## config.mk

```make
export PLATFORM = sky130hd
export DESIGN_NAME = i2c_display_byte_writer_core
export DESIGN_NICKNAME = d
export VERILOG_FILES = /design/src/rtl/core/i2c_dbw_pkg.sv /design/src/rtl/core/i2c_display_byte_writer_core.sv
export SDC_FILE = /design/constraint.sdc
export NUM_CORES = 1
export LEC_CHECK = 0
export BUFFER_PORTS_ARGS = -buffer_cell sky130_fd_sc_hd__buf_2
export CAP_MARGIN = 20
export CORE_MARGIN = 3
export CORE_UTILIZATION = 35
export CTS_CLUSTER_DIAMETER = 60
export DETAILED_ROUTE_END_ITERATION = 16
export PLACE_DENSITY = 0.54
export SLEW_MARGIN = 20
export SYNTH_ARGS = -nofsm -noshare
export SYNTH_HDL_FRONTEND = slang
export SYNTH_SLANG_ARGS = --single-unit
export TNS_END_PERCENT = 10
```

## constraint.sdc

```tcl
create_clock -name clock -period 9 [get_ports clock]
set_input_delay 0.45 -clock clock [delete_from_list [all_inputs] [get_ports clock]]
set_output_delay 0.45 -clock clock [all_outputs]
set_load 0.01 [all_outputs]
```

## src/rtl/core/i2c_dbw_pkg.sv

```systemverilog
// Shared constants and types for the display byte writer core.
package i2c_dbw_pkg;

   localparam int unsigned PhaseWidth = 16;
   localparam int unsigned RetryWidth = 8;
   localparam int unsigned CsrIndexWidth = 2;
   localparam int unsigned CsrDataWidth = 16;

   // control byte that follows the address
   localparam logic [7:0] CtrlCmd = 8'h00;
   localparam logic [7:0] CtrlData = 8'h40;

   localparam logic [7:0] AddressReset = 8'h78;
   localparam logic [PhaseWidth-1:0] PhaseReset = 16'd1;
   localparam logic [RetryWidth-1:0] RetryLimitReset = 8'd0;

   // register indexes on the csr port
   localparam logic [CsrIndexWidth-1:0] CsrAddressByte = 2'd0;
   localparam logic [CsrIndexWidth-1:0] CsrPhaseTicks = 2'd1;
   localparam logic [CsrIndexWidth-1:0] CsrAckRetryLimit = 2'd2;

   // one result beat
   typedef struct packed {
      logic scl;
      logic sda_out;
      logic busy_res;
      logic done_res;
      logic ack_failed;
   } rsp_type;

endpackage

```

## src/rtl/core/i2c_display_byte_writer_core.sv

```systemverilog
// I2C display write master: line sequencer with result register and skid stage.
//
// Each req beat is one timing tick of the bus sequencer. A beat with
// req_start_req high while idle latches req_payload and req_is_data and
// starts a transfer: start condition, address byte, control byte (0x00
// command, 0x40 data), payload MSB first, then stop. Every line level is
// held for phase_ticks ticks. req_sda_in is sampled at the end of each ack
// clock high phase; a NACK repeats the ack clock, bounded by
// ack_retry_limit (0 = no bound), after which ack_failed pulses and a stop
// follows.
// Every req beat gives exactly one rsp beat with the line levels and status
// for that tick. The sequencer updates in the cycle a beat is accepted and
// the result is registered for rsp; one beat per cycle is sustained while
// rsp_ready stays high. A stalled rsp side fills the output register and
// then the skid register; req_ready drops only once both hold a beat.
// The csr port writes a register at each edge with csr_we high; writes are
// taken at once. Reset (synchronous) idles the sequencer with both lines
// released and restores the register defaults.
module i2c_display_byte_writer_core (
   input  logic                                  clock,
   input  logic                                  reset,
   input  logic                                  req_valid,
   output logic                                  req_ready,
   input  logic                                  req_start_req,
   input  logic [7:0]                            req_payload,
   input  logic                                  req_is_data,
   input  logic                                  req_sda_in,
   output logic                                  rsp_valid,
   input  logic                                  rsp_ready,
   output logic                                  rsp_scl,
   output logic                                  rsp_sda_out,
   output logic                                  rsp_busy_res,
   output logic                                  rsp_done_res,
   output logic                                  rsp_ack_failed,
   input  logic                                  csr_we,
   input  logic [i2c_dbw_pkg::CsrIndexWidth-1:0] csr_index,
   input  logic [i2c_dbw_pkg::CsrDataWidth-1:0]  csr_wdata
);
   import i2c_dbw_pkg::*;

   typedef enum logic [4:0] {
      ST_IDLE     = 5'd0,
      ST_ST_A     = 5'd1,
      ST_ST_B     = 5'd2,
      ST_ST_C     = 5'd3,
      ST_BIT_LOW  = 5'd4,
      ST_BIT_DATA = 5'd5,
      ST_BIT_HIGH = 5'd6,
      ST_BYTE_END = 5'd7,
      ST_ACK_LOW  = 5'd8,
      ST_ACK_REL  = 5'd9,
      ST_ACK_HIGH = 5'd10,
      ST_ACK_OK   = 5'd11,
      ST_ACK_NACK = 5'd12,
      ST_ACK_FAIL = 5'd13,
      ST_SP_A     = 5'd14,
      ST_SP_B     = 5'd15,
      ST_SP_C     = 5'd16
   } step_type;

   // configuration registers
   logic [7:0]            address_ff;
   logic [PhaseWidth-1:0] phase_ticks_ff;
   logic [RetryWidth-1:0] retry_limit_ff;

   // sequencer state
   step_type              step_ff, step_in;
   logic [1:0]            byte_ff, byte_in;
   logic [2:0]            bit_ff, bit_in;
   logic [7:0]            shift_ff, shift_in;
   logic [7:0]            held_payload_ff, held_payload_in;
   logic                  held_is_data_ff, held_is_data_in;
   logic [PhaseWidth-1:0] phase_ff, phase_in;
   logic [RetryWidth-1:0] retry_ff, retry_in;
   logic                  scl_line_ff, scl_line_in;
   logic                  sda_line_ff, sda_line_in;

   // result register and skid stage
   logic    out_valid_ff;
   rsp_type out_ff;
   logic    skid_valid_ff;
   rsp_type skid_ff;

   logic                  req_fire;
   logic                  entering;
   logic                  done_now;
   logic                  failed_now;
   logic [PhaseWidth-1:0] hold_ticks;
   logic [PhaseWidth-1:0] phase_inc;
   rsp_type               rsp_new;

   assign req_ready = ~skid_valid_ff;
   assign req_fire  = req_valid & req_ready;

   // a zero phase setting behaves as one tick
   assign hold_ticks = (phase_ticks_ff == '0) ? PhaseWidth'(1) : phase_ticks_ff;
   assign phase_inc  = phase_ff + PhaseWidth'(1);

   // next step and counters for one tick
   always_comb begin
      step_in         = step_ff;
      byte_in         = byte_ff;
      bit_in          = bit_ff;
      shift_in        = shift_ff;
      held_payload_in = held_payload_ff;
      held_is_data_in = held_is_data_ff;
      phase_in        = phase_ff;
      retry_in        = retry_ff;
      entering        = 1'b0;
      done_now        = 1'b0;
      failed_now      = 1'b0;

      if (step_ff == ST_IDLE) begin
         if (req_start_req) begin
            held_payload_in = req_payload;
            held_is_data_in = req_is_data;
            byte_in         = '0;
            bit_in          = '0;
            retry_in        = '0;
            step_in         = ST_ST_A;
            entering        = 1'b1;
         end
      end else begin
         phase_in = phase_inc;
         if (phase_inc >= hold_ticks) begin
            entering = 1'b1;
            case (step_ff)
               ST_ST_A: begin
                  step_in = ST_ST_B;
               end
               ST_ST_B: begin
                  step_in = ST_ST_C;
               end
               ST_ST_C: begin
                  shift_in = address_ff;
                  bit_in   = '0;
                  step_in  = ST_BIT_LOW;
               end
               ST_BIT_LOW: begin
                  step_in = ST_BIT_DATA;
               end
               ST_BIT_DATA: begin
                  step_in = ST_BIT_HIGH;
               end
               ST_BIT_HIGH: begin
                  if (bit_ff == 3'd7) begin
                     bit_in  = '0;
                     step_in = ST_BYTE_END;
                  end else begin
                     bit_in   = bit_ff + 3'd1;
                     shift_in = {shift_ff[6:0], 1'b0};
                     step_in  = ST_BIT_LOW;
                  end
               end
               ST_BYTE_END: begin
                  step_in = ST_ACK_LOW;
               end
               ST_ACK_LOW: begin
                  step_in = ST_ACK_REL;
               end
               ST_ACK_REL: begin
                  step_in = ST_ACK_HIGH;
               end
               ST_ACK_HIGH: begin
                  if (!req_sda_in) begin
                     step_in = ST_ACK_OK;
                  end else if (retry_limit_ff == '0 || retry_ff < retry_limit_ff) begin
                     if (retry_ff != '1) begin
                        retry_in = retry_ff + RetryWidth'(1);
                     end
                     step_in = ST_ACK_NACK;
                  end else begin
                     failed_now = 1'b1;
                     step_in    = ST_ACK_FAIL;
                  end
               end
               ST_ACK_OK: begin
                  retry_in = '0;
                  if (byte_ff >= 2'd2) begin
                     step_in = ST_SP_A;
                  end else begin
                     byte_in  = byte_ff + 2'd1;
                     // byte 1 is the control byte, byte 2 the payload
                     if (byte_ff == 2'd0) begin
                        shift_in = held_is_data_ff ? CtrlData : CtrlCmd;
                     end else begin
                        shift_in = held_payload_ff;
                     end
                     bit_in  = '0;
                     step_in = ST_BIT_LOW;
                  end
               end
               ST_ACK_NACK: begin
                  step_in = ST_ACK_LOW;
               end
               ST_ACK_FAIL: begin
                  step_in = ST_SP_A;
               end
               ST_SP_A: begin
                  step_in = ST_SP_B;
               end
               ST_SP_B: begin
                  step_in = ST_SP_C;
               end
               ST_SP_C: begin
                  done_now = 1'b1;
                  step_in  = ST_IDLE;
               end
               default: begin
                  step_in = ST_IDLE;
               end
            endcase
         end
      end

      if (entering) begin
         phase_in = '0;
      end
   end

   // line levels change only on entry to a step
   always_comb begin
      scl_line_in = scl_line_ff;
      sda_line_in = sda_line_ff;
      if (entering) begin
         case (step_in)
            ST_ST_A: begin
               scl_line_in = 1'b1;
               sda_line_in = 1'b1;
            end
            ST_ST_B:     sda_line_in = 1'b0;
            ST_ST_C:     scl_line_in = 1'b0;
            ST_BIT_LOW:  scl_line_in = 1'b0;
            ST_BIT_DATA: sda_line_in = shift_in[7];
            ST_BIT_HIGH: scl_line_in = 1'b1;
            ST_BYTE_END: scl_line_in = 1'b0;
            ST_ACK_LOW:  scl_line_in = 1'b0;
            ST_ACK_REL:  sda_line_in = 1'b1;
            ST_ACK_HIGH: scl_line_in = 1'b1;
            ST_ACK_OK, ST_ACK_NACK, ST_ACK_FAIL: begin
               scl_line_in = 1'b0;
            end
            ST_SP_A:     sda_line_in = 1'b0;
            ST_SP_B:     scl_line_in = 1'b1;
            ST_SP_C:     sda_line_in = 1'b1;
            default: begin
               scl_line_in = 1'b1;
               sda_line_in = 1'b1;
            end
         endcase
      end
   end

   always_comb begin
      rsp_new.scl        = scl_line_in;
      rsp_new.sda_out    = sda_line_in;
      rsp_new.busy_res   = (step_in != ST_IDLE);
      rsp_new.done_res   = done_now;
      rsp_new.ack_failed = failed_now;
   end

   // configuration writes
   always_ff @(posedge clock) begin
      if (reset) begin
         address_ff     <= AddressReset;
         phase_ticks_ff <= PhaseReset;
         retry_limit_ff <= RetryLimitReset;
      end else if (csr_we) begin
         case (csr_index)
            CsrAddressByte:   address_ff     <= csr_wdata[7:0];
            CsrPhaseTicks:    phase_ticks_ff <= csr_wdata[PhaseWidth-1:0];
            CsrAckRetryLimit: retry_limit_ff <= csr_wdata[RetryWidth-1:0];
            default: begin
            end
         endcase
      end
   end

   // sequencer state advances once per accepted beat
   always_ff @(posedge clock) begin
      if (reset) begin
         step_ff         <= ST_IDLE;
         byte_ff         <= '0;
         bit_ff          <= '0;
         shift_ff        <= '0;
         held_payload_ff <= '0;
         held_is_data_ff <= 1'b0;
         phase_ff        <= '0;
         retry_ff        <= '0;
         scl_line_ff     <= 1'b1;
         sda_line_ff     <= 1'b1;
      end else if (req_fire) begin
         step_ff         <= step_in;
         byte_ff         <= byte_in;
         bit_ff          <= bit_in;
         shift_ff        <= shift_in;
         held_payload_ff <= held_payload_in;
         held_is_data_ff <= held_is_data_in;
         phase_ff        <= phase_in;
         retry_ff        <= retry_in;
         scl_line_ff     <= scl_line_in;
         sda_line_ff     <= sda_line_in;
      end
   end

   // result register with skid stage behind it
   always_ff @(posedge clock) begin
      if (reset) begin
         out_valid_ff  <= 1'b0;
         skid_valid_ff <= 1'b0;
      end else if (skid_valid_ff) begin
         if (rsp_ready) begin
            out_valid_ff  <= 1'b1;
            skid_valid_ff <= 1'b0;
         end
      end else if (req_fire) begin
         if (!out_valid_ff || rsp_ready) begin
            out_valid_ff <= 1'b1;
         end else begin
            skid_valid_ff <= 1'b1;
         end
      end else if (rsp_ready) begin
         out_valid_ff <= 1'b0;
      end
   end

   always_ff @(posedge clock) begin
      if (skid_valid_ff) begin
         if (rsp_ready) begin
            out_ff <= skid_ff;
         end
      end else if (req_fire) begin
         if (!out_valid_ff || rsp_ready) begin
            out_ff <= rsp_new;
         end else begin
            skid_ff <= rsp_new;
         end
      end
   end

   assign rsp_valid      = out_valid_ff;
   assign rsp_scl        = out_ff.scl;
   assign rsp_sda_out    = out_ff.sda_out;
   assign rsp_busy_res   = out_ff.busy_res;
   assign rsp_done_res   = out_ff.done_res;
   assign rsp_ack_failed = out_ff.ack_failed;

endmodule

```

==> results of run 1 <==
==> state kept, by name, indices dropped and copies added, names as in the netlist, 3 cells and up <==
name	count
shift_ff	8
held_payload_ff	8
phase_ff	16
skid_ff	5
address_ff	8
phase_ticks_ff	16
retry_ff	8
retry_limit_ff	8
step_ff	5
bit_ff	3
==> worst register-to-register path: stages (launching register included) <==
cell      delay [ns]
dfxtp_1         0.41
nand3_1         0.25
nor3_1          0.43
and3_1          0.28
and3_1          0.27
nand3_1         0.13
xnor2_1         0.17
ha_1            0.33
nand4_1         0.14
nor3_1          0.28
o21ai_1         0.15
o21ai_2         0.52
nand4_1         0.36
a221o_1         0.48
a211o_1         0.31
o211ai_1        0.09
==> metrics by stage <==
step                worst slack [ns]  cell area, µm²  util (%)
global route                    3.79            6250      40.5
finish                          4.25            6250      40.5
detailed placement              4.33            5930      38.5
floorplan                       5.09            5600         -
CTS                             4.30            6250      40.5
global placement                4.53            5930      38.5
==> final timing paths <==
check / from / end / cells past startpoint
max: phase_ff[2] / rsp_scl / 15
min reg2reg: held_is_data_ff / held_is_data_ff / 2
min: csr_wdata[13] / phase_ticks_ff[13] / 3
max reg2reg: phase_ff[2] / rsp_scl / 15
==> logic make-up after synthesis <==
logic type	after synthesis
adder cells (fa/ha/maj)	29
buffers and inverters	65
AO/OA/AOI/OAI	181
flip-flops	97
multiplexers	21
AND/OR/NAND/NOR	268
XOR/XNOR	19
==> power groups by stage <==
stage                     Combinational (µW)  Clock (µW)  Sequential (µW)
after floorplan                          140           0              472
after global placement                   178           0              479
after detailed placement                 179           0              479
after CTS                                180         421              469
after global routing                     200         440              472
final                                    180         413              469
==> cells in the mapped netlist, drive strengths merged (3+ instances only) <==
cell type  count  area [µm²]
a222oi         5        50.1
dfxtp         87        1740
o31ai          3        22.5
nor3b          9        67.6
a211o          7        61.3
nand3b         8        85.1
nand3         19        95.1
mux2           4        45.0
a31oi          4        25.0
a22oi          6        45.0
xor2          10        87.6
nor3          18         100
nor2b          5        31.3
o21ai         30         161
edfxtp        10         300
buf           12        73.8
clkbuf        24        90.1
inv           28         105
nand2         84         315
a311oi         5        43.8
xnor2          9        78.8
o211ai         4        30.0
a21oi         65         333
a221o          4        40.0
o21a           7        52.6
nand2b         8        50.1
nor4          13        93.8
a21o           6        45.0
and3          10        62.6
mux2i         17         170
nor2          76         288
a211oi        17         128
nand4          5        31.3
ha            29         363
==> layer usage <==
metal / GRT usage [%] / vias up / part of all wire, %
li1: - / 2506 / -
met2: 25.2 / 109 / 45
met3: 3.16 / 10 / 4.2
met5: 0 / - / 0
met4: 5.02 / 0 / 1.4
met1: 22.7 / 2273 / 49
==> area by class of cell <==
type	instances	area, µm²	area share [%]
Clock buffer	12	258	4.12
Timing Repair Buffer	44	230	3.68
Multi-Input combinational cell	518	3290	52.6
Inverter	29	109	1.74
Clock inverter	4	58.8	0.941
Tap cell	211	264	4.22
Sequential cell	97	2040	32.7
==> results.tsv, run 1 <==
metric	value	unit
Net Switching	309	µW
Leak Pwr	0.00237	µW
Hold Violations, Final	0	
layout cell share with drive strength beyond 1	11.1	%
CTS Root Cell	clkbuf_16	
status	finished clean	
max_slew headroom	36.7	%
Final Non-Filler Cells	915	
post-CTS setup buffer count	0	
Final period util	52.8	%
clock latency on the worst-skew pair	0.36	ns
first-pass GRT wire length	23.1	mm
commonest non-fill, non-tap cell in the layout	dfxtp_1	
flops & latches, synth	97	
syn nets	743	
vias in the first global route	4514	
DR vias/cell	5.35	
Ys Warns	0	
post_cts resized	0	
crit-path cells	nand3_1, nor3_1, and3_1, and3_1, nand3_1, xnor2_1, ha_1, nand4_1, nor3_1, o21ai_1, o21ai_2, nand4_1, a221o_1, a211o_1, o211ai_1	
Clock power frac	38.9	%
initial antenna violation count	0	
CP max stage delay	0.52	ns
CP endpoint kind	register	
register area share after synthesis	36.4	%
critical path fanouts, max	15	
First-pass DRT Iterations	7	
GRT Total Usage	16.2	%
r2r setup slk	4.25	ns
PnR Total Power	1060	µW
Startpoint Class	register	
Post-Synth Adder-Cell Area	6.47	%
internal power	754	µW
port buffer count	40	
ys flop type	dfxtp_1	
maximum clock rate	210	MHz
post-synthesis cell type count	70	
IO Count	41	
EDFF count, synth	10	
Slew Viols, Final	0	
die height	133	µm
htree depth	3	
WP data arrival	4.95	ns
largest family of logic cells by synthesized area	simple AND/OR/NAND/NOR gates	
Setup violations, final	0	
HP Class	primary input to register	
Compound-Gate Fraction of Synth Area	21.6	%
Slew @ Worst Pin	0.950	ns
core area	0.0154	mm²
initial drt markers	267	
syn avg cell area	8.24	µm²
full die area	0.0176	mm²
drt wl/cell	15.3	µm
asr flop ratio synth	0	%
Peak VDD IR	0.0000943	V
share of synthesized cell area in and, or, nand and nor gates	23.8	%
Placed Instances	899	
Post-CTS Hold Buffers	0	
CTS Buf Count	9	
slowest CP cell	o21ai_2	
nets	762	
Gate power share	16.9	%
Post-Synth XOR/XNOR Area	2.97	%
Vias	4898	
PD cells	170	mW/mm²
Syn Inst Count	680	
Antenna Nets Post-Route	0	
Fin Hold WS	0.326	ns
initial core utilization	36.3	%
die width	133	µm
CP Class	register to register	
CTS Sinks	97	
residual DRC count	0	
Max Cap Viol	0	
routability cong.	0.871	
minimum clock period	4.75	ns
most frequent cells in the layout	dfxtp_1 (87), nand2_1 (84), nor2_1 (75)	
CTS tree	built	
critical path's top delay family	simple AND/OR/NAND/NOR gates	
Post-Syn Area	0.00560	mm²
RSZ-0062 raised after global routing	false	
total grt overflow	0	
clk slew on worst S/H paths	0.07	ns
Fill cells	1610	
clk buf depth	2	
layout overhead on the synthesized area	11.5	%
proportion of synthesized area in mux cells	3.84	%
pin count of the biggest net entering global routing	88	
antenna diode count	0	
CP Buf/Inv Count	0	
switch share	29.1	%
setup TNS	0	ns
Flop pwr share	44.2	%
clock skew	0.00577	ns
Rows	45	
HPWL after detailed placement	10.2	mm
WP data required	9.20	ns
WL final	14.0	mm
(Power assumes the default switching activity.)
==> run 2, diff against run 1 <==
--- a/config.mk
+++ b/config.mk
@@ -11,7 +11,7 @@
 export CORE_UTILIZATION = 35
 export CTS_CLUSTER_DIAMETER = 60
 export DETAILED_ROUTE_END_ITERATION = 16
-export PLACE_DENSITY = 0.54
+export PLACE_DENSITY = 0.56
 export SLEW_MARGIN = 20
 export SYNTH_ARGS = -nofsm -noshare
 export SYNTH_HDL_FRONTEND = slang
==> constraint.sdc (replaced) <==
create_clock -name clock -period 4.3 [get_ports clock]
set_input_delay 0.215 -clock clock [delete_from_list [all_inputs] [get_ports clock]]
set_output_delay 0.215 -clock clock [all_outputs]
set_load 0.01 [all_outputs]
==> results.tsv, run 2 (synthesized netlist as in run 1, its figures left out) <==
metric	value	unit
Fin Hold WS	0.0931	ns
clock skew	0.0113	ns
first-pass GRT wire length	23.8	mm
pin count of the biggest net entering global routing	66	
Startpoint Class	register	
multi-input logic area	0.00333	mm²
Antenna Nets Post-Route	0	
layout overhead on the synthesized area	13.9	%
CTS tree	built	
r2r setup slk	0.30	ns
antenna diode count	0	
critical path's top delay family	simple AND/OR/NAND/NOR gates	
die height	133	µm
slowest CP cell	a221o_1	
DP Area	0.00602	mm²
initial core utilization	36.3	%
Placed Instances	911	
WL final	14.4	mm
vias in the first global route	4781	
CP endpoint kind	register	
maximum clock rate	250	MHz
Vias	5020	
total grt overflow	0	
initial antenna violation count	0	
DR vias/cell	5.42	
critical register-to-register path startpoint	phase_ff[0]	
minimum clock period	4.00	ns
RR Endpoint	rsp_scl	
htree depth	3	
CP max stage delay	0.51	ns
Max Cap Viol	0	
First-pass DRT Iterations	6	
CTS Root Cell	clkbuf_16	
post-CTS setup buffer count	0	
sequential cell area	0.00204	mm²
post-layout util	41.4	%
nets	774	
IO Count	41	
setup TNS	0	ns
Slew Viols, Final	0	
WP data arrival	4.19	ns
port buffer count	40	
most frequent cells in the layout	dfxtp_1 (86), nand2_1 (84), nor2_1 (75)	
critical path fanouts, max	6	
WP data required	4.49	ns
layout cell share with drive strength beyond 1	14.4	%
initial drt markers	258	
clk buf depth	2	
crit-path cells	ha_2, and3_2, and3_4, and3_4, and3_2, nand3_1, xnor2_1, ha_1, nand4_1, nor3_2, o21ai_2, o21ai_4, nand4_1, a221o_1, a211o_1, o211ai_1	
PD cells	352	mW/mm²
Min-Delay Startpoint	req_payload[0]	
clk slew on worst S/H paths	0.08	ns
HP Class	primary input to register	
Setup violations, final	0	
Rows	45	
CP Class	register to register	
HPWL after detailed placement	10.7	mm
CTS Buf Count	9	
Peak VDD IR	0.000208	V
status	finished clean	
commonest non-fill, non-tap cell in the layout	dfxtp_1	
GRT Total Usage	16.5	%
Top Registers	phase_ff: 16 flops, phase_ticks_ff: 16 flops	
clock latency on the worst-skew pair	0.36	ns
Hold Path Cell Cnt	3	
routability cong.	0.868	
CP Buf/Inv Count	0	
residual DRC count	0	
RSZ-0062 raised after global routing	false	
Fill cells	1600	
die width	133	µm
full die area	0.0176	mm²
drt wl/cell	15.5	µm
Final period util	93.0	%
CP Launch Point	phase_ff[0]	
Slew @ Worst Pin	0.886	ns
Leak Pwr	0.00243	µW
core area	0.0154	mm²
worst-case hold path end point	held_payload_ff[0]	
Hold Violations, Final	0	
fin area	0.00638	mm²
CTS Sinks	97	
max_slew headroom	40.8	%
Worst R2R Path Depth	16	
Final Non-Filler Cells	927	
run 2: cell count changes in the layout (fill, tap and decap cells not counted), moves of 2 or more:
cell,change
nor3_1,-2
clkbuf_1,-2
inv_8,+2
nor3_2,+2
buf_4,+12
and3_4,+2
o21ai_1,-2
and3_1,-4
and3_2,+2
run 2: layout make-up:
| cell class | count | area share [%] |
|---|---|---|
| clock buffer | 9 | 3.53 |
| clock inverter | 7 | 1.35 |
| inverter | 29 | 1.71 |
| multi-input combinational | 518 | 52.2 |
| sequential | 97 | 32.0 |
| tap | 211 | 4.14 |
| timing repair buffer | 56 | 5.02 |
run 2: worst min-delay path, stage by stage:
cell and delay (ns):
buf_2 0.10, nand2_1 0.05, a21oi_1 0.05
run 2: metrics by stage:
step                      total power [µW]  setup WS [ns]
final                                 2250          0.301
after global routing                  2360         0.0274
after CTS                             2270         0.0686
after detailed placement              1410         0.0968
after global placement                1400          0.201
after floorplan                       1280          0.390
run 2: worst max-delay path by stage:
stage / endpoint / slack (ns) / depth (start not counted)
2_1_floorplan: rsp_scl / 0.39 / 16
3_3_place_gp: rsp_scl / 0.20 / 16
3_5_place_dp: rsp_sda_out / 0.1 / 17
4_1_cts: rsp_sda_out / 0.07 / 17
5_1_grt: rsp_scl / 0.03 / 16
6_report: rsp_scl / 0.30 / 16
run 2: per-layer routing:
metal,up-vias,share of wire [%],routed length [µm],track usage [%]
li1,2532,-,-,-
met1,2321,47,6780,22.0
met2,143,45,6530,26.6
met3,24,5.3,763,3.42
met4,0,2.1,301,5.54
met5,-,0,0,0
run 2: repair_timing:
item	4_1_cts	5_1_grt
gates resized for setup	0	12
hold endpoints to repair	0	0
setup endpoints to repair	0	24
hold buffers	0	0
run 2: power by group:
| part | internal [µW] | total [µW] | switching [µW] |
|---|---|---|---|
| Clock | 466 | 853 | 387 |
| Sequential | 950 | 982 | 32.5 |
| Combinational | 158 | 414 | 256 |
==> run 3, diff against run 2 <==
--- a/config.mk
+++ b/config.mk
@@ -11,6 +11,7 @@
 export CORE_UTILIZATION = 35
 export CTS_CLUSTER_DIAMETER = 60
 export DETAILED_ROUTE_END_ITERATION = 16
+export GPL_TIMING_DRIVEN = 0
 export PLACE_DENSITY = 0.56
 export SLEW_MARGIN = 20
 export SYNTH_ARGS = -nofsm -noshare
==> results.tsv, run 3 (synthesized netlist as in run 1, its figures left out) <==
metric	value	unit
status	finished clean	
post-route setup slack	0.155	ns
drt wl/cell	16.4	µm
fin area	0.00656	mm²
Antenna Nets Post-Route	0	
critical path fanouts, max	7	
core area	0.0154	mm²
Slew @ Worst Pin	0.878	ns
Rows	45	
CP Class	register to register	
PD cells	341	mW/mm²
Fill cells	1565	
minimum clock period	4.15	ns
nets	797	
initial core utilization	36.3	%
Hold Violations, Final	0	
First-pass DRT Iterations	7	
Peak VDD IR	0.000212	V
WL final	15.6	mm
post-layout util	42.5	%
CTS Buf Count	9	
Setup violations, final	0	
Post-CTS Hold Buffers	0	
WP data required	4.39	ns
layout overhead on the synthesized area	17.0	%
initial antenna violation count	0	
HP Class	primary input to register	
layout cell share with drive strength beyond 1	15.3	%
vias in the first global route	4852	
routability cong.	0.900	
die width	133	µm
HPWL after detailed placement	11.7	mm
IO Count	41	
commonest non-fill, non-tap cell in the layout	nand2_1	
DR vias/cell	5.45	
Max Cap Viol	0	
clock skew	0.0105	ns
Crit path top cell by count	and3_4	
CTS tree	built	
Startpoint Class	register	
total grt overflow	0	
Place WS	-0.403	ns
pin count of the biggest net entering global routing	17	
htree depth	3	
GRT Total Usage	17.9	%
CP max stage delay	0.53	ns
residual DRC count	0	
clk slew on worst S/H paths	0.07	ns
PnR Total Power	2230	µW
critical path's top delay family	simple AND/OR/NAND/NOR gates	
Top Registers	phase_ff: 16 flops, phase_ticks_ff: 16 flops	
CP Buf/Inv Count	0	
Leak Pwr	0.00247	µW
DP Area	0.00607	mm²
Final period util	96.4	%
port buffer count	39	
clk buf depth	2	
CP endpoint kind	register	
first-pass GRT wire length	25.6	mm
CTS Sinks	97	
Slew Viols, Final	0	
slowest CP cell	or4_1	
die height	133	µm
maximum clock rate	241	MHz
antenna diode count	0	
initial drt markers	316	
Placed Instances	930	
full die area	0.0176	mm²
max_slew headroom	41.0	%
crit-path cells	ha_4, and3_4, and3_4, and3_4, and3_4, nand3_1, xnor2_1, ha_1, nand4_1, nor3_4, o21a_1, a21oi_4, or4_1, a221o_1, nand4_1, o211ai_1	
clock latency on the worst-skew pair	0.35	ns
CTS Root Cell	clkbuf_16	
Vias	5176	
Final Non-Filler Cells	950	
WP data arrival	4.24	ns
most frequent cells in the layout	nand2_1 (84), dfxtp_1 (81), nor2_1 (75)	
==> run 3: cell types whose count changed in the layout (fill, tap and decap cells not counted), moves of 3 or more <==
| cell | before | now |
|---|---|---|
| dfxtp_1 | 86 | 81 |
| clkbuf_1 | 0 | 26 |
| buf_4 | 16 | 8 |
| dfxtp_2 | 1 | 4 |
| buf_2 | 40 | 44 |
| inv_8 | 3 | 0 |
==> run 3: metrics by stage <==
stage | TNS (ns) | hold WS, ns
after floorplan | 0 | 0.333
after global placement | -8.66 | 0.445
after detailed placement | -8.91 | 0.450
after CTS | 0 | 0.0824
after global routing | -0.0587 | 0.0922
final | 0 | 0.0938
==> run 3: layer usage <==
layer | global-route usage [%] | wire (µm) | vias to the layer above | share of wire (%)
met3 | 3.08 | 825 | 29 | 5.3
met5 | 0 | 0 | - | 0
met4 | 6.93 | 369 | 0 | 2.4
met1 | 24.9 | 7510 | 2429 | 48
met2 | 27.7 | 6860 | 138 | 44
li1 | - | - | 2580 | -
==> run 3: path summary, 6_finish.rpt <==
path,start,to,slack [ns],depth (start not counted)
worst min register to register,held_payload_ff[7],held_payload_ff[7],0.46,2
worst max-delay path,phase_ff[0],rsp_scl,0.15,16
worst min-delay path,csr_wdata[8],phase_ticks_ff[8],0.09,3
worst max register to register,phase_ff[0],rsp_scl,0.15,16
==> run 3: what timing repair did <==
action	in CTS	in global routing
setup endpoints to repair	43	45
gates resized for setup	17	24
setup buffers	2	2
hold endpoints to repair	0	0
pin swaps	4	3
==> run 3: worst register-to-register path, stage by stage, from the launching register on <==
cell and delay (ns):
dfxtp_4 0.39, ha_4 0.16, and3_4 0.21, and3_4 0.21
and3_4 0.22, and3_4 0.22, nand3_1 0.10, xnor2_1 0.17
ha_1 0.31, nand4_1 0.21, nor3_4 0.25, o21a_1 0.24
a21oi_4 0.12, or4_1 0.53, a221o_1 0.35, nand4_1 0.11
o211ai_1 0.11
==> run 3: report_power, final <==
part | internal, µW | switching [µW]
clock | 434 | 367
sequential | 949 | 19.6
combinational | 168 | 296
==> run 3: final cells by class <==
type | count | area, µm² | share of cell area [%]
Buffer | 36 | 171 | 2.61
Clock buffer | 12 | 258 | 3.93
Clock inverter | 4 | 31.3 | 0.477
Inverter | 29 | 109 | 1.66
Multi-Input combinational cell | 518 | 3440 | 52.5
Sequential cell | 97 | 2050 | 31.3
Tap cell | 211 | 264 | 4.03
Timing Repair Buffer | 43 | 225 | 3.44
